<file path="src/sv/tridiagonal_thomas_solver_macros.svh">
// Assertion macros for the tridiagonal solver.
`ifndef TRIDIAGONAL_THOMAS_SOLVER_MACROS_SVH
`define TRIDIAGONAL_THOMAS_SOLVER_MACROS_SVH
// Generic implication check on the rising clock edge, off during reset.
`define TTS_ASSERT_IMP(label, clk_sig, rst_sig, ante, cons, msg) \
    label: assert property (@(posedge clk_sig) disable iff (!rst_sig) (ante) |-> (cons)) \
        else $error(msg);
// Generic next-cycle implication check.
`define TTS_ASSERT_NEXT(label, clk_sig, rst_sig, ante, cons, msg) \
    label: assert property (@(posedge clk_sig) disable iff (!rst_sig) (ante) |=> (cons)) \
        else $error(msg);
`endif

</file>
<file path="src/sv/tts_ram.sv">
// Generic single-port synchronous RAM with registered read.
module tts_ram #(
    parameter int WIDTH = 32,
    parameter int DEPTH = 64
) (
    input  logic                     clk,
    input  logic                     we,
    input  logic [$clog2(DEPTH)-1:0] addr,
    input  logic [WIDTH-1:0]         wdata,
    output logic [WIDTH-1:0]         rdata
);

    logic [WIDTH-1:0] mem [DEPTH];

    always_ff @(posedge clk)
    begin
        if (we)
        begin
            mem[addr] <= wdata;
        end
        rdata <= mem[addr];
    end

endmodule

</file>
<file path="config.mk">
export PLATFORM = sky130hd
export DESIGN_NAME = tts_ram
export DESIGN_NICKNAME = d
export VERILOG_FILES = /design/src/sv/tridiagonal_thomas_solver_macros.svh /design/src/sv/tts_ram.sv
export SDC_FILE = /design/constraint.sdc
export NUM_CORES = 2
export LEC_CHECK = 0
export BUFFER_PORTS_ARGS = -buffer_cell sky130_fd_sc_hd__clkbuf_2
export CAP_MARGIN = 10
export CORE_MARGIN = 2
export CORE_UTILIZATION = 45
export CTS_CLUSTER_SIZE = 8
export DETAILED_ROUTE_END_ITERATION = 7
export GPL_ROUTABILITY_DRIVEN = 1
export GPL_TIMING_DRIVEN = 0
export PLACE_DENSITY = 0.62
export SYNTH_ARGS = -nofsm -noshare
export SYNTH_HDL_FRONTEND = slang
export SYNTH_SLANG_ARGS = --single-unit
export TNS_END_PERCENT = 100
</file>
<file path="constraint.sdc">
create_clock -name clk -period 8.18 [get_ports clk]
set_input_delay 2.045 -clock clk [delete_from_list [all_inputs] [get_ports clk]]
set_output_delay 2.045 -clock clk [all_outputs]
set_load 0.1 [all_outputs]
</file>
-- After elaboration in Yosys (flattened, before gate mapping)
Memories as Yosys holds them, arrays and structs flattened. A register that Yosys moved wholly into a read port is not among the register bits.
Index checks and enable logic that the tools add are counted.
- muxes and demuxes: 2
- operators by type and width (operator ; count):
    1-bit 2-to-1 mux ; 2
- bits in registers: 0
- bits in writable memories: 2048
- input bits: 40
- output and inout bits: 32
- logic and storage cells: 3
- memories: 1
- memory list (memory ; words ; bits a word ; read ports ; clocked after Yosys merged registers in ; wr ports ; line ; source):
    mem ; 64 ; 32 ; 1 ; 1 ; 1 ; tts_ram.sv:13 ; logic [WIDTH-1:0] mem [DEPTH];

-- Logic depth before layout (Yosys ltp)
- depth after elaboration: 2
- gate-level depth with buffers: 13
- depth with buffers taken out: 6

-- Least setup slack after synthesis
No wires, ideal clock.
- path kind: input port to flip-flop
- start: in addr[2]
- end: mem mem[15][0], enable pin
- setup time: 421 ps
- arrival time: 4863 ps
- required time: 7759 ps
- slack: 2896 ps
- stages: 8
- path buffers: 6
- cell sequence: buf_2 buf_2 buf_2 buf_2 buf_2 buf_2 nand3_1 nor2_1
- RTL lines (item ; line ; source):
    start, declared ; tts_ram.sv:8 ; input logic [$clog2(DEPTH)-1:0] addr,
    end, declared ; tts_ram.sv:13 ;
Straight into the memory's write port.

-- Worst setup path after layout
- start: in addr[2]
- end: mem mem[5][28], enable pin
Straight into the memory's write port.

==> flow_metrics.env <==
export IMPL_cts_resized=0
export IMPL_synth_xor_area_frac=0
export IMPL_drtIter0Drc=7244
export IMPL_place_gp_congestion=0.9613
export IMPL_nets=4756
export IMPL_cp_end_kind="flop"
export IMPL_hold_viol=0
export IMPL_synth_mux_area_fraction=0.08121
export IMPL_ctsHoldBuffers=0
export IMPL_p_leak_nw=29.98
export IMPL_fillers=13450
export IMPL_syn_cell_area_um2=78930
export IMPL_dp_hpwl_um=153200
export IMPL_max_cap_violations=0
export IMPL_cts_sinks=2080
export IMPL_grt_util_met3=0.06139
export IMPL_start_util=0.4536
export IMPL_outcome="completed"
export IMPL_whs_ns=0.7645
export IMPL_grt_pass1_wl_um=330000
export IMPL_setup_ws_ns=1.860
export IMPL_rows=153
export IMPL_slew_headroom=0.07608
export IMPL_grt_util_all_layers=0.2597
export IMPL_dominantRegCellSynth="edfxtp_1"
export IMPL_cts_tree="yes"
export IMPL_synth_compound_area_frac=0.08662
export IMPL_drc=0
export IMPL_cts_setup_buffers=0
export IMPL_grt_overflow_total=0
export IMPL_vias=45450
export IMPL_yosys_warnings=0
export IMPL_ioPinCount=72
export IMPL_final_max_slew_violation_count=0
export IMPL_grt_max_degree=65
export IMPL_synthAdderAreaFrac=0
export IMPL_grtUsageMet1=0.3476
export IMPL_drt_pass1_iterations=7
export IMPL_grt_busiest_layer="met2"
export IMPL_period_needed_ns=6.320
export IMPL_r2r_setup_slack_ns=5.23
export IMPL_synthSimpleGateAreaFrac=0.02806
export IMPL_cts_buffers=311
export IMPL_drive_above_1_share=0.1889
export IMPL_clk_pin_slew_worst_paths_ns=0.05
export IMPL_post_place_ws_ns=1.212
export IMPL_synthCells=4239
export IMPL_area_growth_pct=17.65
export IMPL_vdd_ir_drop_max_v=0.0002492
export IMPL_die_area_um2=178800
export IMPL_finalSetupViolations=0
export IMPL_ys_ff_latch=2080
export IMPL_totalWireLength_um=235400
export IMPL_ys_seq_area_frac=0.7873
export IMPL_critPathArrivalTime_ns=6.90
export IMPL_tightest_slew_ns=1.386
export IMPL_routedWlPerCell_um=33.09
export IMPL_grt_util_met2=0.4009
export IMPL_hold_class="flop to flop"
export IMPL_antenna_found_initial=18
export IMPL_synth_top_family_by_area="compound AO/OA/AOI/OAI gates"
export IMPL_synthesis_nets=4279
export IMPL_crit_type="input pin to flop"
export IMPL_die_w_um=422.8
export IMPL_design_core_area_um2=174000
export IMPL_finClkSkew_ns=0.05594
export IMPL_syn_avg_cell_area_um2=18.62
export IMPL_synth_edf_count=2048
export IMPL_startpoint_type="input pin"
export IMPL_die_h_um=422.8
export IMPL_critPathMaxFanout=19
export IMPL_rsz0062_at_grt="false"
export IMPL_htreeDepth=5
export IMPL_root_buffer="clkbuf_16"
export IMPL_seqCellArea_um2=62140
export IMPL_p_per_area_nw_per_um2=263.0
export IMPL_grt_pass1_vias=44310
export IMPL_fin_crit_sh=0.7726
export IMPL_fmax_mhz=158.2
export IMPL_vias_per_cell=6.388
export IMPL_route_antenna_remaining_nets=0
export IMPL_multi_input_area_um2=15990
export IMPL_yosysUniqueCellTypes=56
export IMPL_crit_required_ns=8.76
export IMPL_cts_buffer_depth=4
export IMPL_io_buffer_count=70
export IMPL_ys_async_sr_fraction=0
export IMPL_worstSkewPairLatency_ns=0.93
## final cells by class
cell class / count / share of cell area
clock buffer: 370 / 0.08780
sequential: 2080 / 0.6692
inverter: 2 / 0.00008084
antenna: 9 / 0.0002425
timing repair buffer: 164 / 0.02417
multi-input combinational: 1859 / 0.1722
clock inverter: 8 / 0.0007815
buffer: 298 / 0.01421
tap: 2325 / 0.03133
## cells in the final DEF, fill, tap and decap left out, drive strengths merged, types with 17 or more instances in the layout
cell type,count
a221oi,175
nand3,54
nor2,145
o22a,70
a21oi,121
nand2,28
mux2i,259
a211oi,17
mux4,96
o21ai,85
and3,85
nand2b,18
edfxtp,2048
a22oi,188
buf,223
a22o,66
dfxtp,32
mux2,147
o22ai,93
clkbuf,607
a31oi,43
nor3,22
## stage by stage
step                instances  area (um2)  total power, mW  utilization  setup TNS (ns)
floorplan                4239       78930            12.80            -               0
global placement         6634       82190            13.44       0.4723         -223.97
detailed placement       6721       84470            13.49       0.4854               0
CTS                      7099       92690            24.50       0.5327               0
global route             7109       92850            25.01       0.5336               0
finish                   7115       92860            24.42       0.5336               0
## worst max-delay path, stage by stage
cell and delay [ns]:
clkbuf_2 0.11, buf_2 0.30, buf_2 0.38, buf_2 0.48, buf_2 0.47, buf_2 0.46, buf_2 0.39, nand3_1 0.80
nor2_4 1.19, buf_16 0.24
## registers in the layout (all words and copies together) (netlist names)
name   cells
rdata     32
mem     2048
## where the power goes
part / internal, mW / total [mW] / switching [mW]
combinational: 0.368 / 1.47 / 1.10
sequential: 11.8 / 11.9 / 0.0221
clock: 6.87 / 11.1 / 4.23
## path summary, 6_finish.rpt
kind | startpoint | endpoint | depth (start not counted)
worst min register to register | mem[58][22] | rdata[22] | 4
worst min-delay path | mem[58][22] | rdata[22] | 4
worst max register to register | mem[23][19] | rdata[19] | 5
worst max-delay path | addr[2] | mem[5][28] | 10
## logic make-up (layout without fill, tap and decap cells)
family,Yosys count,after routing
DFF,2080,2080
AOI/OAI and AO/OA,933,933
muxes,502,502
and+or+nand+nor,424,424
buffers and inverters,300,842
other,0,9
## Yosys cell counts, drive strengths merged (70+ instances only)
| library cell | n | area, um2 |
|---|---|---|
| and3 | 85 | 531.8 |
| a221oi | 175 | 1533 |
| a21oi | 121 | 605.6 |
| mux2i | 259 | 2592 |
| o22a | 70 | 613.1 |
| buf | 129 | 681.9 |
| o21ai | 85 | 425.4 |
| mux2 | 147 | 1655 |
| nor2 | 145 | 544.3 |
| clkbuf | 169 | 638.1 |
| o22ai | 93 | 581.8 |
| a22oi | 188 | 1411 |
| edfxtp | 2048 | 61500 |
| mux4 | 96 | 2162 |
## layer usage
layer / vias up / wire length (um)
met5: - / 23
met4: 4 / 12310
met3: 557 / 25650
met2: 2899 / 108900
met1: 23440 / 88580
li1: 18550 / -
(Power assumes the default switching activity.)
