<file path="config.mk">
export PLATFORM = sky130hd
export DESIGN_NAME = tts_mac
export DESIGN_NICKNAME = d
export VERILOG_FILES = /design/src/sv/tridiagonal_thomas_solver_macros.svh /design/src/sv/tts_pkg.sv /design/src/sv/tts_mac.sv
export SDC_FILE = /design/constraint.sdc
export NUM_CORES = 2
export LEC_CHECK = 0
export BUFFER_PORTS_ARGS = -buffer_cell sky130_fd_sc_hd__buf_2
export CAP_MARGIN = 15
export CORE_MARGIN = 4
export CORE_UTILIZATION = 54
export CTS_CLUSTER_SIZE = 24
export DETAILED_ROUTE_END_ITERATION = 7
export PLACE_DENSITY = 0.79
export SLEW_MARGIN = 5
export SYNTH_ARGS = -nofsm -noshare
export SYNTH_HDL_FRONTEND = slang
export SYNTH_SLANG_ARGS = --single-unit
</file>
<file path="constraint.sdc">
create_clock -name clk -period 26.2 [get_ports clk]
set_input_delay 5.24 -clock clk [delete_from_list [all_inputs] [get_ports clk]]
set_output_delay 5.24 -clock clk [all_outputs]
set_load 0.1 [all_outputs]
</file>
<file path="src/sv/tridiagonal_thomas_solver_macros.svh">
// Assertion macros for the tridiagonal solver.
`ifndef TRIDIAGONAL_THOMAS_SOLVER_MACROS_SVH
`define TRIDIAGONAL_THOMAS_SOLVER_MACROS_SVH
// Generic implication check on the rising clock edge, off during reset.
`define TTS_ASSERT_IMP(label, clk_sig, rst_sig, ante, cons, msg) \
    label: assert property (@(posedge clk_sig) disable iff (!rst_sig) (ante) |-> (cons)) \
        else $error(msg);
// Generic next-cycle implication check.
`define TTS_ASSERT_NEXT(label, clk_sig, rst_sig, ante, cons, msg) \
    label: assert property (@(posedge clk_sig) disable iff (!rst_sig) (ante) |=> (cons)) \
        else $error(msg);
`endif

</file>
<file path="src/sv/tts_pkg.sv">
// Package of types and constants for the tridiagonal solver.
package tts_pkg;

    localparam int MAX_ROWS_DEF    = 64;
    localparam int VALUE_WIDTH_DEF = 32;
    localparam int FRAC_BITS_DEF   = 16;
    localparam int FIELD_WIDTH     = 32;
    localparam int INDEX_WIDTH     = 6;

    typedef struct packed {
        logic signed [FIELD_WIDTH-1:0] sub_diag;
        logic signed [FIELD_WIDTH-1:0] diag;
        logic signed [FIELD_WIDTH-1:0] super_diag;
        logic signed [FIELD_WIDTH-1:0] rhs;
        logic                          last_row;
    } row_in_t;

    typedef struct packed {
        logic signed [FIELD_WIDTH-1:0] solution;
        logic [INDEX_WIDTH-1:0]        row_index;
        logic                          final_res;
        logic                          singular;
    } sol_out_t;

    typedef enum logic [3:0] {
        ST_IDLE,
        ST_RD_PREV,
        ST_MUL,
        ST_SUB,
        ST_DIV_C,
        ST_DIV_D,
        ST_WR,
        ST_BK_RD,
        ST_BK_MUL,
        ST_BK_OUT
    } state_t;

endpackage

</file>
<file path="src/sv/tts_mac.sv">
// Registered fixed-point product followed by a saturating difference.
module tts_mac #(
    parameter int VALUE_WIDTH = tts_pkg::VALUE_WIDTH_DEF,
    parameter int FRAC_BITS   = tts_pkg::FRAC_BITS_DEF
) (
    input  logic                          clk,
    input  logic signed [VALUE_WIDTH-1:0] mul_a,
    input  logic signed [VALUE_WIDTH-1:0] mul_b,
    input  logic signed [VALUE_WIDTH-1:0] minuend,
    output logic signed [VALUE_WIDTH-1:0] diff
);

    localparam int PW = 2 * VALUE_WIDTH;
    localparam logic [PW:0] LIM_POS = (PW+1)'({1'b0, {(VALUE_WIDTH-1){1'b1}}});

    logic [VALUE_WIDTH-1:0] am, bm;
    logic [PW-1:0]          pm_reg;
    logic                   neg_reg;
    logic [PW:0]            sh;
    logic signed [VALUE_WIDTH-1:0] prod;
    logic signed [VALUE_WIDTH:0] dw;

    assign am = mul_a[VALUE_WIDTH-1] ? VALUE_WIDTH'(-mul_a) : VALUE_WIDTH'(mul_a);
    assign bm = mul_b[VALUE_WIDTH-1] ? VALUE_WIDTH'(-mul_b) : VALUE_WIDTH'(mul_b);

    always_ff @(posedge clk)
    begin
        pm_reg  <= PW'(am) * PW'(bm);
        neg_reg <= mul_a[VALUE_WIDTH-1] ^ mul_b[VALUE_WIDTH-1];
    end

    always_comb
    begin
        sh = {1'b0, pm_reg >> FRAC_BITS};
        if (neg_reg)
        begin
            if (sh > LIM_POS + 1'b1)
            begin
                prod = {1'b1, {(VALUE_WIDTH-1){1'b0}}};
            end
            else
            begin
                prod = VALUE_WIDTH'(-sh);
            end
        end
        else if (sh > LIM_POS)
        begin
            prod = {1'b0, {(VALUE_WIDTH-1){1'b1}}};
        end
        else
        begin
            prod = VALUE_WIDTH'(sh);
        end
        dw = (VALUE_WIDTH+1)'(minuend) - (VALUE_WIDTH+1)'(prod);
        if (dw[VALUE_WIDTH] != dw[VALUE_WIDTH-1])
        begin
            diff = dw[VALUE_WIDTH] ? {1'b1, {(VALUE_WIDTH-1){1'b0}}}
                                   : {1'b0, {(VALUE_WIDTH-1){1'b1}}};
        end
        else
        begin
            diff = dw[VALUE_WIDTH-1:0];
        end
    end

endmodule

</file>
## Word level (Yosys, flattened, before mapping)

Index checks and enable logic that the tools add are counted.

- $lt $le $gt $ge: 2
- Bitwise gates (word level): 1
- Add/subtract/negate cells: 4
- Multiplexer cells: 7
- Equal/unequal tests: 1
- $mul: 1

Operators by type and width:

| kind | number |
|---|---|
| two-way mux 32 bit | 7 |
| negator 32 bit | 3 |
| multiplier 32 x 32 -> 64 bit | 1 |
| greater-than comparator 48 x 31 -> 1 bit (second input constant) | 1 |
| greater-than comparator 48 x 32 -> 1 bit (second input constant) | 1 |
| subtractor 32 x 32 -> 33 bit | 1 |
| != test 1 bit | 1 |
| bitwise XOR 1 bit | 1 |

- Register bits after elaboration: 65
- Logic and storage cells: 18

## Longest topological paths before layout

- Depth in word-level cells: 6
- Gate-level depth with buffers: 41

## Worst setup path before layout

OpenSTA, ideal clock, no wires.

- Path kind: input to output
- From: input minuend[0]
- To: output diff[23]
- Slack: 10811 ps
- Data required time: 20960 ps
- Arrival: 10149 ps
- Stages on the path: 15
- Cells stage by stage: inv_1 -> ha_1 -> inv_1 -> fa_1 -> a21oi_1 -> o21ba_2 -> a31o_2 -> o21ai_0 -> a21boi_0 -> o21a_1 -> o21ba_2 -> a31oi_1 -> nor2_1 -> clkbuf_1 -> o21ai_0

- Cells in the longest elaborated chain, start to end: 3
- Elaborated cells on any way between the ends: 4

Ends and longest elaborated chain:

| element | RTL line | source |
|---|---|---|
| start: declaration | tts_mac.sv:9 | `input logic signed [VALUE_WIDTH-1:0] minuend,` |
| subtractor 32 x 32 -> 33 bit (*) | tts_mac.sv:54 | `dw = (VALUE_WIDTH+1)'(minuend) - (VALUE_WIDTH+1)'(prod);` |
| two-way mux 32 bit / != test 1 bit (equally long branches) | tts_mac.sv:57, tts_mac.sv:55 |  |
| two-way mux 32 bit (*) | tts_mac.sv:55 | `if (dw[VALUE_WIDTH] != dw[VALUE_WIDTH-1])` |
| end: declaration | tts_mac.sv:10 | `output logic signed [VALUE_WIDTH-1:0] diff` |

Mark *: on every way between the ends. The rest lies on a longest branch, timed or not.

## Worst setup path after layout

- From: input mul_a[0]
- To: register pm_reg[59]

- Cells in the longest elaborated chain, start to end: 3

Ends and longest elaborated chain:

| element | RTL line | source |
|---|---|---|
| start: declaration | tts_mac.sv:7 | `input logic signed [VALUE_WIDTH-1:0] mul_a,` |
| negator 32 bit | tts_mac.sv:23 | `assign am = mul_a[VALUE_WIDTH-1] ? VALUE_WIDTH'(-mul_a) : VALUE_WIDTH'(mul_a);` |
| two-way mux 32 bit (*) | tts_mac.sv:23 |  |
| multiplier 32 x 32 -> 64 bit (*) | tts_mac.sv:28 | `pm_reg <= PW'(am) * PW'(bm);` |
| end signal: assignment | tts_mac.sv:28 |  |
| end: declaration | tts_mac.sv:17 | `logic [PW-1:0] pm_reg;` |

Marked as above.

==> flow_summary.ini <==
[route]
dr.pass1.iters = 6
routed_wl_um = 116000
drc_errors = 0
postRouteAntennaNets = 0
drt_iter0_drc = 2836
avgViaCountPerCell = 5.93
post_drt_wl_per_cell_um = 22.0
num_vias = 31237

[timing]
max_freq_mhz = 60.4
worstMarginPinSlew_ns = 1.24
whs_ns = 5.66
drv_slew = 0
fin_crit_sh = 0.631
slew_headroom = 0.174
grt_setup_unrepaired = no
tns_ns = 0
min_period_ns = 16.54
setup_viol = 0
hold_viol = 0

[placed_design]
place_congestion = 1.06
hpwl_um = 96400
io_buffers = 128
placed_area_mm2 = 0.0392

[global_route]
track_usage = 0.321
grt_max_degree = 36
antenna_found_initial = 6
grt_pass1_vias = 33157
grt_overflow_total = 0
grt_pass1_wl_um = 181000

[synth]
synthCells = 4334
yosysUniqueCellTypes = 67
synth_fp_nets = 5622
yosysWarnings = 0
avgSynthCellArea_um2 = 8.54
synth_edf_count = 0
yosys_most_used_dff = dfxtp_1
synth-seq-cells = 49
synth-seq-area-share = 0.0265
ys_async_sr_fraction = 0
syn-cell-area_mm2 = 0.0370

[setup_path]
worstPathMaxFanout = 22
worstPathArrival_ns = 16.73
worstPathRequired_ns = 26.38
cp-end-kind = flop
max_stage_delay_ns = 0.69
setup.worst_path.class = in -> reg
start_kind = input pin
slowest_stage = inv_1
crit_path_frequent_cell = fa_1

[worst_hold_path]
whs_path_depth = 3
hold_class = in -> reg
whs_endpoint = neg_reg$_DFF_P_
hold_path_startpoint = mul_a[31]

[floorplan]
initial_core_util = 0.548
rows = 95
dieArea_mm2 = 0.0728
die_h_um = 270
io_pins = 129
die_w_um = 270
core_area_mm2 = 0.0675

[cells_and_area]
stdcell_area_mm2 = 0.0393
drive_gt1_frac = 0.0752
fillCellCount = 5859
area_delta_synth_final_pct = 6.26
final_nets = 5676
largest_reg_flops = 48

[run_status]
status = finished clean

[clock_network]
clk_path_buf_depth = 2
clkTransAtPathRegs_ns = 0.07
postCtsSetupRepairBufs = 0
cts_tree = yes
cts-root-buf = clkbuf_16
cts_hold_buf = 0
clock_sinks = 49
ctsResizeCount = 0
htree_levels = 2
numCtsBuffers = 5

[run]
maxCapViolCount = 0
## metrics by stage
stage,setup WS (ns),cells,util
after global placement,9.76,5253,0.580
after global routing,9.16,5262,0.582
final,9.66,5265,0.583
after detailed placement,9.48,5253,0.580
after CTS,9.76,5261,0.582
after floorplan,10.81,4334,-
## area by class of cell
class | instances | area (um^2) | share of cell area
sequential | 49 | 981 | 0.0249
clock buffer | 6 | 129 | 0.00328
antenna | 3 | 7.51 | 0.000191
clock inverter | 2 | 15.0 | 0.000382
inverter | 928 | 3480 | 0.0886
timing repair buffer | 244 | 1510 | 0.0384
multi-input combinational | 3160 | 32100 | 0.817
tap | 873 | 1090 | 0.0278
## critical path: cells and delay by family
family                   cells  cell delay, ns
adder cells (fa/ha/maj)     10            4.84
AO/OA/AOI/OAI                7            1.97
XOR/XNOR                     2            0.67
buffers and inverters        7            1.73
AND/OR/NAND/NOR              8            2.26
## kinds of logic (layout without fill, tap and decap cells)
kind of cell	count (synthesis)	in the layout	share of synthesized area
AOI/OAI and AO/OA	417	417	0.0736
xor gates and xnor gates	197	197	0.0472
adders and majority gates	1195	1195	0.585
buffers and inverters	1125	1180	0.115
DFF	49	49	0.0265
muxes	2	2	0.000541
other	0	3	0
and+or+nand+nor	1349	1349	0.152
## synth_stat cells (18+ instances only)
master	number	area [um^2]
inv_1	928	3480
fa_1	896	17900
nor2_1	592	2220
nand2_1	557	2090
ha_1	295	3690
clkbuf_1	177	664
xnor2_1	107	937
o21ai_0	104	521
a21oi_1	101	505
xor2_1	87	762
dfxtp_1	49	981
a21o_1	47	353
a221oi_1	29	254
nand4_1	26	163
nor3_1	24	120
and2_1	21	131
nor2b_1	20	125
o21bai_1	20	150
o31ai_1	20	150
or3_1	18	113
## how the worst max path moves through the flow
stage / startpoint / endpoint / depth (start not counted)
final: mul_a[0] / pm_reg[59]$_DFF_P_ / 34
after global routing: mul_a[0] / pm_reg[60]$_DFF_P_ / 37
after CTS: mul_a[0] / pm_reg[60]$_DFF_P_ / 37
after detailed placement: mul_a[0] / pm_reg[60]$_DFF_P_ / 37
after global placement: mul_a[0] / pm_reg[59]$_DFF_P_ / 34
after floorplan: minuend[0] / diff[23] / 15
## metal layers
layer	global-route usage	up-vias	part of all wire
met5	0	-	0.00014
met4	0.207	2	0.087
met3	0.0828	612	0.11
met2	0.511	1989	0.46
met1	0.389	15502	0.34
li1	-	13132	-
## cell usage in the layout, fill, tap and decap left out, types with 21 or more instances in the layout
master      n
nand4_1    26
xnor2_2    24
inv_1     928
and2_1     21
buf_2     128
fa_1      896
nor2_1    591
o21ai_0   103
nor3_1     24
buf_4     115
a21o_1     47
xor2_1     73
dfxtp_1    49
ha_1      295
xnor2_1    83
a221oi_1   29
nand2_1   557
a21oi_1   101
Power is left out: the tool's default activity adds up to more than one toggle a clock period on the data nets, which glitch-free logic cannot reach.
