`config.mk`:
```
export PLATFORM = sky130hd
export DESIGN_NAME = tts_div
export DESIGN_NICKNAME = d
export VERILOG_FILES = /design/src/sv/tridiagonal_thomas_solver_macros.svh /design/src/sv/tts_pkg.sv /design/src/sv/tts_div.sv
export SDC_FILE = /design/constraint.sdc
export NUM_CORES = 1
export LEC_CHECK = 0
export BUFFER_PORTS_ARGS = -buffer_cell sky130_fd_sc_hd__buf_2
export CORE_ASPECT_RATIO = 1.2
export CORE_MARGIN = 2
export CORE_UTILIZATION = 50
export DETAILED_ROUTE_END_ITERATION = 8
export PLACE_DENSITY = 0.69
export SETUP_SLACK_MARGIN = 0.2
export SLEW_MARGIN = 0
export SYNTH_ARGS = -nofsm -noshare
export SYNTH_HDL_FRONTEND = slang
export SYNTH_SLANG_ARGS = --single-unit
```
`constraint.sdc`:
```
create_clock -name clk -period 3.7 [get_ports clk]
set_clock_uncertainty 0.1 [all_clocks]
set_input_delay 0.555 -clock clk [delete_from_list [all_inputs] [get_ports clk]]
set_output_delay 0.555 -clock clk [all_outputs]
set_load 0.02 [all_outputs]
```
`src/sv/tridiagonal_thomas_solver_macros.svh`:
```
// Assertion macros for the tridiagonal solver.
`ifndef TRIDIAGONAL_THOMAS_SOLVER_MACROS_SVH
`define TRIDIAGONAL_THOMAS_SOLVER_MACROS_SVH
// Generic implication check on the rising clock edge, off during reset.
`define TTS_ASSERT_IMP(label, clk_sig, rst_sig, ante, cons, msg) \
    label: assert property (@(posedge clk_sig) disable iff (!rst_sig) (ante) |-> (cons)) \
        else $error(msg);
// Generic next-cycle implication check.
`define TTS_ASSERT_NEXT(label, clk_sig, rst_sig, ante, cons, msg) \
    label: assert property (@(posedge clk_sig) disable iff (!rst_sig) (ante) |=> (cons)) \
        else $error(msg);
`endif

```
`src/sv/tts_pkg.sv`:
```
// Package of types and constants for the tridiagonal solver.
package tts_pkg;

    localparam int MAX_ROWS_DEF    = 64;
    localparam int VALUE_WIDTH_DEF = 32;
    localparam int FRAC_BITS_DEF   = 16;
    localparam int FIELD_WIDTH     = 32;
    localparam int INDEX_WIDTH     = 6;

    typedef struct packed {
        logic signed [FIELD_WIDTH-1:0] sub_diag;
        logic signed [FIELD_WIDTH-1:0] diag;
        logic signed [FIELD_WIDTH-1:0] super_diag;
        logic signed [FIELD_WIDTH-1:0] rhs;
        logic                          last_row;
    } row_in_t;

    typedef struct packed {
        logic signed [FIELD_WIDTH-1:0] solution;
        logic [INDEX_WIDTH-1:0]        row_index;
        logic                          final_res;
        logic                          singular;
    } sol_out_t;

    typedef enum logic [3:0] {
        ST_IDLE,
        ST_RD_PREV,
        ST_MUL,
        ST_SUB,
        ST_DIV_C,
        ST_DIV_D,
        ST_WR,
        ST_BK_RD,
        ST_BK_MUL,
        ST_BK_OUT
    } state_t;

endpackage

```
`src/sv/tts_div.sv`:
```
// Iterative restoring divider giving a saturated fixed-point quotient.
module tts_div #(
    parameter int VALUE_WIDTH = tts_pkg::VALUE_WIDTH_DEF,
    parameter int FRAC_BITS   = tts_pkg::FRAC_BITS_DEF
) (
    input  logic                          clk,
    input  logic                          rst_n,
    input  logic                          start,
    input  logic signed [VALUE_WIDTH-1:0] num,
    input  logic signed [VALUE_WIDTH-1:0] den,
    output logic                          busy,
    output logic                          done,
    output logic signed [VALUE_WIDTH-1:0] quot
);

    localparam int DW = VALUE_WIDTH + FRAC_BITS;
    localparam int CW = $clog2(DW + 1);
    localparam logic [DW:0] LIM_POS = (DW+1)'({1'b0, {(VALUE_WIDTH-1){1'b1}}});

    logic [DW-1:0]          dvd_reg, dvd_next;
    logic [VALUE_WIDTH:0]   rem_reg, rem_next;
    logic [VALUE_WIDTH-1:0] dvs_reg, dvs_next;
    logic [DW-1:0]          q_reg, q_next;
    logic [CW-1:0]          cnt_reg, cnt_next;
    logic                   neg_reg, neg_next;
    logic                   zero_reg, zero_next;
    logic                   busy_reg, busy_next;
    logic                   done_reg, done_next;
    logic [VALUE_WIDTH:0]   trial;
    logic [VALUE_WIDTH-1:0] nmag, dmag;
    logic [DW:0]            qext;

    always_comb
    begin
        nmag      = num[VALUE_WIDTH-1] ? VALUE_WIDTH'(-num) : VALUE_WIDTH'(num);
        dmag      = den[VALUE_WIDTH-1] ? VALUE_WIDTH'(-den) : VALUE_WIDTH'(den);
        dvd_next  = dvd_reg;
        rem_next  = rem_reg;
        dvs_next  = dvs_reg;
        q_next    = q_reg;
        cnt_next  = cnt_reg;
        neg_next  = neg_reg;
        zero_next = zero_reg;
        busy_next = busy_reg;
        done_next = 1'b0;
        trial     = {rem_reg[VALUE_WIDTH-1:0], dvd_reg[DW-1]};
        if (start)
        begin
            dvd_next  = DW'(nmag) << FRAC_BITS;
            rem_next  = '0;
            dvs_next  = dmag;
            q_next    = '0;
            cnt_next  = CW'(DW);
            neg_next  = num[VALUE_WIDTH-1] ^ den[VALUE_WIDTH-1];
            zero_next = (den == '0);
            busy_next = 1'b1;
        end
        else if (busy_reg)
        begin
            dvd_next = {dvd_reg[DW-2:0], 1'b0};
            if (trial >= {1'b0, dvs_reg})
            begin
                rem_next = trial - {1'b0, dvs_reg};
                q_next   = {q_reg[DW-2:0], 1'b1};
            end
            else
            begin
                rem_next = trial;
                q_next   = {q_reg[DW-2:0], 1'b0};
            end
            cnt_next = cnt_reg - 1'b1;
            if (cnt_reg == CW'(1))
            begin
                busy_next = 1'b0;
                done_next = 1'b1;
            end
        end
    end

    always_ff @(posedge clk or negedge rst_n)
    begin
        if (!rst_n)
        begin
            busy_reg <= 1'b0;
            done_reg <= 1'b0;
            cnt_reg  <= '0;
        end
        else
        begin
            busy_reg <= busy_next;
            done_reg <= done_next;
            cnt_reg  <= cnt_next;
        end
    end

    always_ff @(posedge clk)
    begin
        dvd_reg  <= dvd_next;
        rem_reg  <= rem_next;
        dvs_reg  <= dvs_next;
        q_reg    <= q_next;
        neg_reg  <= neg_next;
        zero_reg <= zero_next;
    end

    // Saturate the magnitude back to the signed value range.
    always_comb
    begin
        qext = {1'b0, q_reg};
        if (zero_reg)
        begin
            quot = '0;
        end
        else if (neg_reg)
        begin
            if (qext > LIM_POS + 1'b1)
            begin
                quot = {1'b1, {(VALUE_WIDTH-1){1'b0}}};
            end
            else
            begin
                quot = VALUE_WIDTH'(-qext);
            end
        end
        else if (qext > LIM_POS)
        begin
            quot = {1'b0, {(VALUE_WIDTH-1){1'b1}}};
        end
        else
        begin
            quot = VALUE_WIDTH'(qext);
        end
    end

    assign busy = busy_reg;
    assign done = done_reg;

endmodule

```
# ---- Word-level counts from Yosys, hierarchy flattened
# Cells that the tools add are included.
dict set report totals {
  elab_cells 40
  ff_bits 154
}
dict set report classes {
  n_lt_le_gt_ge 3
  mux 18
  n_bitwise 1
  reduce_logical 2
  eq_ne 1
  add_sub_neg 5
}
# operator count
set op_table {}
lappend op_table {{32-bit two-way mux} 6}
lappend op_table {{48-bit two-way mux} 2}
lappend op_table {{32-bit negator} 3}
lappend op_table {{48-bit by 31-bit greater-than comparator with 1-bit output, second input constant} 1}
lappend op_table {{48-bit by 32-bit greater-than comparator with 1-bit output, second input constant} 1}
lappend op_table {{33-bit by 32-bit >= comparator with 1-bit output} 1}
lappend op_table {{32-bit zero test} 1}
lappend op_table {{32-bit subtractor} 1}
lappend op_table {{31-bit two-way mux} 1}
lappend op_table {{6-bit two-way mux} 2}
lappend op_table {{1-bit two-way mux} 7}
lappend op_table {{6-bit by 1-bit == test with 1-bit output, second input constant} 1}
lappend op_table {{6-bit by 1-bit subtractor with 6-bit output, second input constant} 1}
lappend op_table {{2-bit nonzero test} 1}
lappend op_table {{1-bit bitwise XOR} 1}

# ---- Longest topological paths before layout
dict set report depth {
  word_depth 4
  ltp_mapped 13
}

# ---- Worst setup path after synthesis
# OpenSTA, ideal clock, no wires.
dict set report synth_timing {
  kind {register to output}
  from {register q_reg[0]}
  to {output port quot[31]}
  path_slack_ps -156
  arrival_ps 3201
  stages_incl_launch_ff 9
  required_ps 3045
  n_path_buf 0
  path_cell_list {dfxtp_1 or4_4 nor4_4 nand4_2 or3b_4 or3_4 nor3_4 nor4bb_1 a2111oi_1}
}
dict set report synth_via {
  elab_chain_len 4
}
# item line
set synth_rtl {}
lappend synth_rtl {{start, declared} tts_div.sv:23} ;# logic [DW-1:0] q_reg, q_next;
lappend synth_rtl {{start signal, assigned} tts_div.sv:101} ;# q_reg <= q_next;
lappend synth_rtl {{48-bit by 31-bit greater-than comparator with 1-bit output (tied with other cells)} tts_div.sv:125} ;# else if (qext > LIM_POS)
lappend synth_rtl {{32-bit two-way mux, on equally long branches} {tts_div.sv:125, tts_div.sv:116}}
lappend synth_rtl {{32-bit two-way mux (*)} tts_div.sv:114} ;# else if (neg_reg)
lappend synth_rtl {{32-bit two-way mux (*)} tts_div.sv:110} ;# if (zero_reg)
lappend synth_rtl {{end, declared} tts_div.sv:13} ;# output logic signed [VALUE_WIDTH-1:0] quot
# Every way passes the cells marked *; elsewhere a longest branch is shown, timed or not.

# ---- Worst setup path after layout
dict set report layout_timing {
  from {register q_reg[0]}
  to {output port quot[12]}
}
# The elaborated chain is that of the path after synthesis.

==> metrics.txt <==
Post-Synth Adder-Cell Area 4.804%; number of buffers added by the clock tree synthesis step 17; mux share of post-synthesis cell area 6.584%; number of DRC markers after the initial detailed-route iteration 429; power per cell area 355.5 nW/um^2; Setup-failing EPs final 32; type of element launching the critical path register; number of cells on the worst hold path 1; number of remaining DRC errors 0; launch instance of the worst register-to-register path dvd_reg[47]; cell-internal power 0.003113 W; worst-skew pair later-pin latency 430 ps; Die Y-Extent 159.3 um; Worst Path Required 3040 ps; Via Count 8728; max_slew headroom 48.05%; worst reg2reg setup slack 590 ps; maximum number of pins on one net before global-route repair 87; die width 133.4 um; wire length of the first global-routing pass 38590 um; Sw Pwr 0.001287 W; fin nets 1373; First-pass DRT Iterations 5; max-slew violation count 0; CTS tree built; list of cells traversed by the critical path inv_2 -> ha_4 -> or3b_4 -> nor4_4 -> nand4_1 -> or3_4 -> or3_4 -> nor2_4 -> o21ai_4 -> buf_12 -> a311oi_4 -> buf_6; PnR worst setup slack -276.9 ps; GRT Util Overall 21.77%; vias in the first global route 8073; depth of the worst register-to-register path 12; number of cell rows 56; average size of a mapped cell 8.630 um^2; Worst setup EP type output port; worst setup path startpoint q_reg[0]; share of layout cells above drive strength 1 19.67%; post-synthesis cell area 10050 um^2; largest family of logic cells by synthesized area simple AND/OR/NAND/NOR gates; Netlist cell types 75; number of flip-flops in the largest register 48; post-synthesis compound-gate area fraction 18.47%; Critical Path Fanout Max 7; setup repair after global routing missed its margin true; worst hold path class input pin to register; switching portion of total power 29.24%; Area Growth Syn to Fin 23.10%; overflow left after global routing 0; failing checks negative setup slack; number of hold violations in the final report 0; reg-to-reg critical path endpoint rem_reg[24]; maximum vdd drop 0.0003151 V; CTS H-Tree Depth 4; area fraction in and, or, nand and nor cells after synthesis 19.64%; Seq/Total Area, Yosys 37.64%; number of synthesized flops with an enable pin 66; nets in the synthesized netlist 1270; number of placed I/O pins 101; Die ar. 21260 um^2; Antenna Violating Nets Remaining 0; post-route minimum period 3977 ps; most frequent CP cell sky130_fd_sc_hd__or3_4; critical path class register to output port; maximum clock frequency 0.2515 GHz; clock-pin slew on the worst setup and hold paths 70 ps; Num Clock Sinks 154; worst-case clock buffer depth 2; max-cap check violation count 0; proportion of register bits with asynchronous set or reset after synthesis 5.195%; worst slew pin tran 777.6 ps; routability-driven placement congestion ratio 0.9140; top_reg_cell synth sky130_fd_sc_hd__dfxtp_1; status finished, violations left; Power Total 0.004400 W; buffer cell driving the clock tree root sky130_fd_sc_hd__clkbuf_16; number of non-filler instances in the completed layout 1542; number of register bits inferred by synthesis 154; biggest cell delay along the critical path 390 ps; count of input and output buffers 100; Antenna diodes 0; static leakage power 5.296 nW; startpoint of the worst hold path den[0]; antenna violations before repair 0; Post-Synth XOR/XNOR Area 7.841%; number of cells produced by synthesis 1165; final routed wirelength across all metal layers 23090 um; yosys warns 0; clock network fraction of total power 39.1%; placed cell count 1491; Logic pwr share 17.0%; endpoint of the worst hold-timing path dvs_reg[0]; fraction of the cycle the final worst path needs 107.5%; CP max stage cell sky130_fd_sc_hd__or3b_4; wire length per cell after detailed routing 14.97 um; register share of total power 43.9%; Final HPWL DP 16380 um; initial standard-cell utilization of the core 51.24%; critical path arrival 3320 ps; average vias per placed instance 5.660; Placeable Area 19620 um^2
[power by group through the flow]
| stage | Sequential [W] | Combinational [W] | Clock [W] |
|---|---|---|---|
| after floorplan | 0.00195 | 0.000504 | 0 |
| after global placement | 0.00197 | 0.000675 | 0 |
| after detailed placement | 0.00197 | 0.000683 | 0 |
| after CTS | 0.00193 | 0.000737 | 0.00177 |
| after global routing | 0.00194 | 0.000826 | 0.00183 |
| final | 0.00193 | 0.000749 | 0.00172 |
[cells in the mapped netlist, drive strengths merged (3+ instances only)]
library cell | instances | share of area [%]
a41oi | 4 | 0.35
nor3 | 29 | 1.7
dfxtp | 80 | 16
a32oi | 4 | 0.35
a211o | 6 | 0.52
nand2b | 5 | 0.31
or2 | 4 | 0.25
nor4 | 13 | 1.2
or4 | 14 | 1.1
xnor2 | 47 | 4.1
clkbuf | 48 | 1.8
a21o | 20 | 1.5
or3 | 13 | 0.86
ha | 37 | 4.6
o21a | 3 | 0.22
buf | 22 | 1.1
o21bai | 6 | 0.45
dfrtp | 8 | 2.0
edfxtp | 66 | 20
a21oi | 86 | 4.3
nor2b | 11 | 0.68
o211ai | 6 | 0.45
and3 | 6 | 0.37
nor2 | 178 | 6.7
mux2i | 65 | 6.5
nand3 | 16 | 0.80
a311oi | 27 | 2.4
nand2 | 94 | 3.5
o22ai | 9 | 0.56
and2 | 3 | 0.19
o41ai | 8 | 0.70
a31oi | 13 | 0.81
nor3b | 4 | 0.30
nand4 | 14 | 0.93
xor2 | 43 | 3.7
o31ai | 17 | 1.3
a211oi | 15 | 1.1
inv | 50 | 1.9
o21ai | 43 | 2.2
[layout make-up]
class / count / area, um^2
Clock buffer: 17 / 425.4
Clock inverter: 15 / 173.9
Fill cell: 1675 / 7243
Inverter: 51 / 191.4
Multi-Input combinational cell: 890 / 6251
Sequential cell: 154 / 3795
Tap cell: 261 / 326.6
Timing Repair Buffer: 154 / 1212
[cells in the final DEF, fill, tap and decap left out, types with 18 or more instances in the layout]
master	n
sky130_fd_sc_hd__nor2_1	169
sky130_fd_sc_hd__nand2_1	94
sky130_fd_sc_hd__a21oi_1	82
sky130_fd_sc_hd__dfxtp_1	78
sky130_fd_sc_hd__buf_2	67
sky130_fd_sc_hd__edfxtp_1	66
sky130_fd_sc_hd__mux2i_1	65
sky130_fd_sc_hd__inv_1	48
sky130_fd_sc_hd__xnor2_1	47
sky130_fd_sc_hd__xor2_1	43
sky130_fd_sc_hd__o21ai_0	42
sky130_fd_sc_hd__buf_6	41
sky130_fd_sc_hd__buf_4	40
sky130_fd_sc_hd__ha_1	36
sky130_fd_sc_hd__nor3_1	25
sky130_fd_sc_hd__a21o_1	20
sky130_fd_sc_hd__clkbuf_16	18
[worst max-delay path: cells and delay by family (launching register included)]
family / cells / cell delay (ps)
simple gates: 6 / 1580
buf+inv: 3 / 440
compound gates: 2 / 410
flops: 1 / 360
fa+ha+maj: 1 / 130
[metrics by stage]
stage | util (%) | cell area (um^2) | setup TNS [ps] | setup WS, ps | hold slack, ps
finish | 63.08 | 12380 | -5903 | -276.9 | 258.5
global route | 63.08 | 12380 | -10450 | -427.7 | 255.8
CTS | 62.52 | 12270 | -6111 | -254.4 | 240.1
detailed placement | 57.39 | 11260 | 0 | 61.79 | 307.6
global placement | 57.39 | 11260 | 0 | 155.2 | 305.1
floorplan | - | 10430 | 0 | 71.92 | 159.4
[routing by layer]
metal	track usage, %	share of wire [%]	routed length [um]
met3	2.961	3.7	850
met2	37.30	50	11470
met4	8.172	2.4	547
met5	0	0	0
met1	27.91	44	10220
[cells by family after synthesis]
family          count (synthesis)
compound gates                282
xor+xnor                       90
fa+ha+maj                      38
buf+inv                       122
flops                         154
mux                            66
simple gates                  413
[repair_timing]
action                                  CTS  global route
cloned                                    2             0
pin swaps                                17             4
setup buffers                            11             5
resized for setup                        81            16
hold endpoints to repair                  8             0
hold buffers                              1             0
endpoints found under the setup margin   32            32
[how the worst max path moves through the flow]
stage | cells after the start | to
2_1_floorplan | 11 | quot[5]
3_3_place_gp | 9 | dvs_reg[30]
3_5_place_dp | 9 | dvs_reg[30]
4_1_cts | 12 | quot[5]
5_1_grt | 12 | quot[12]
6_report | 12 | quot[12]
(Power assumes the default switching activity.)
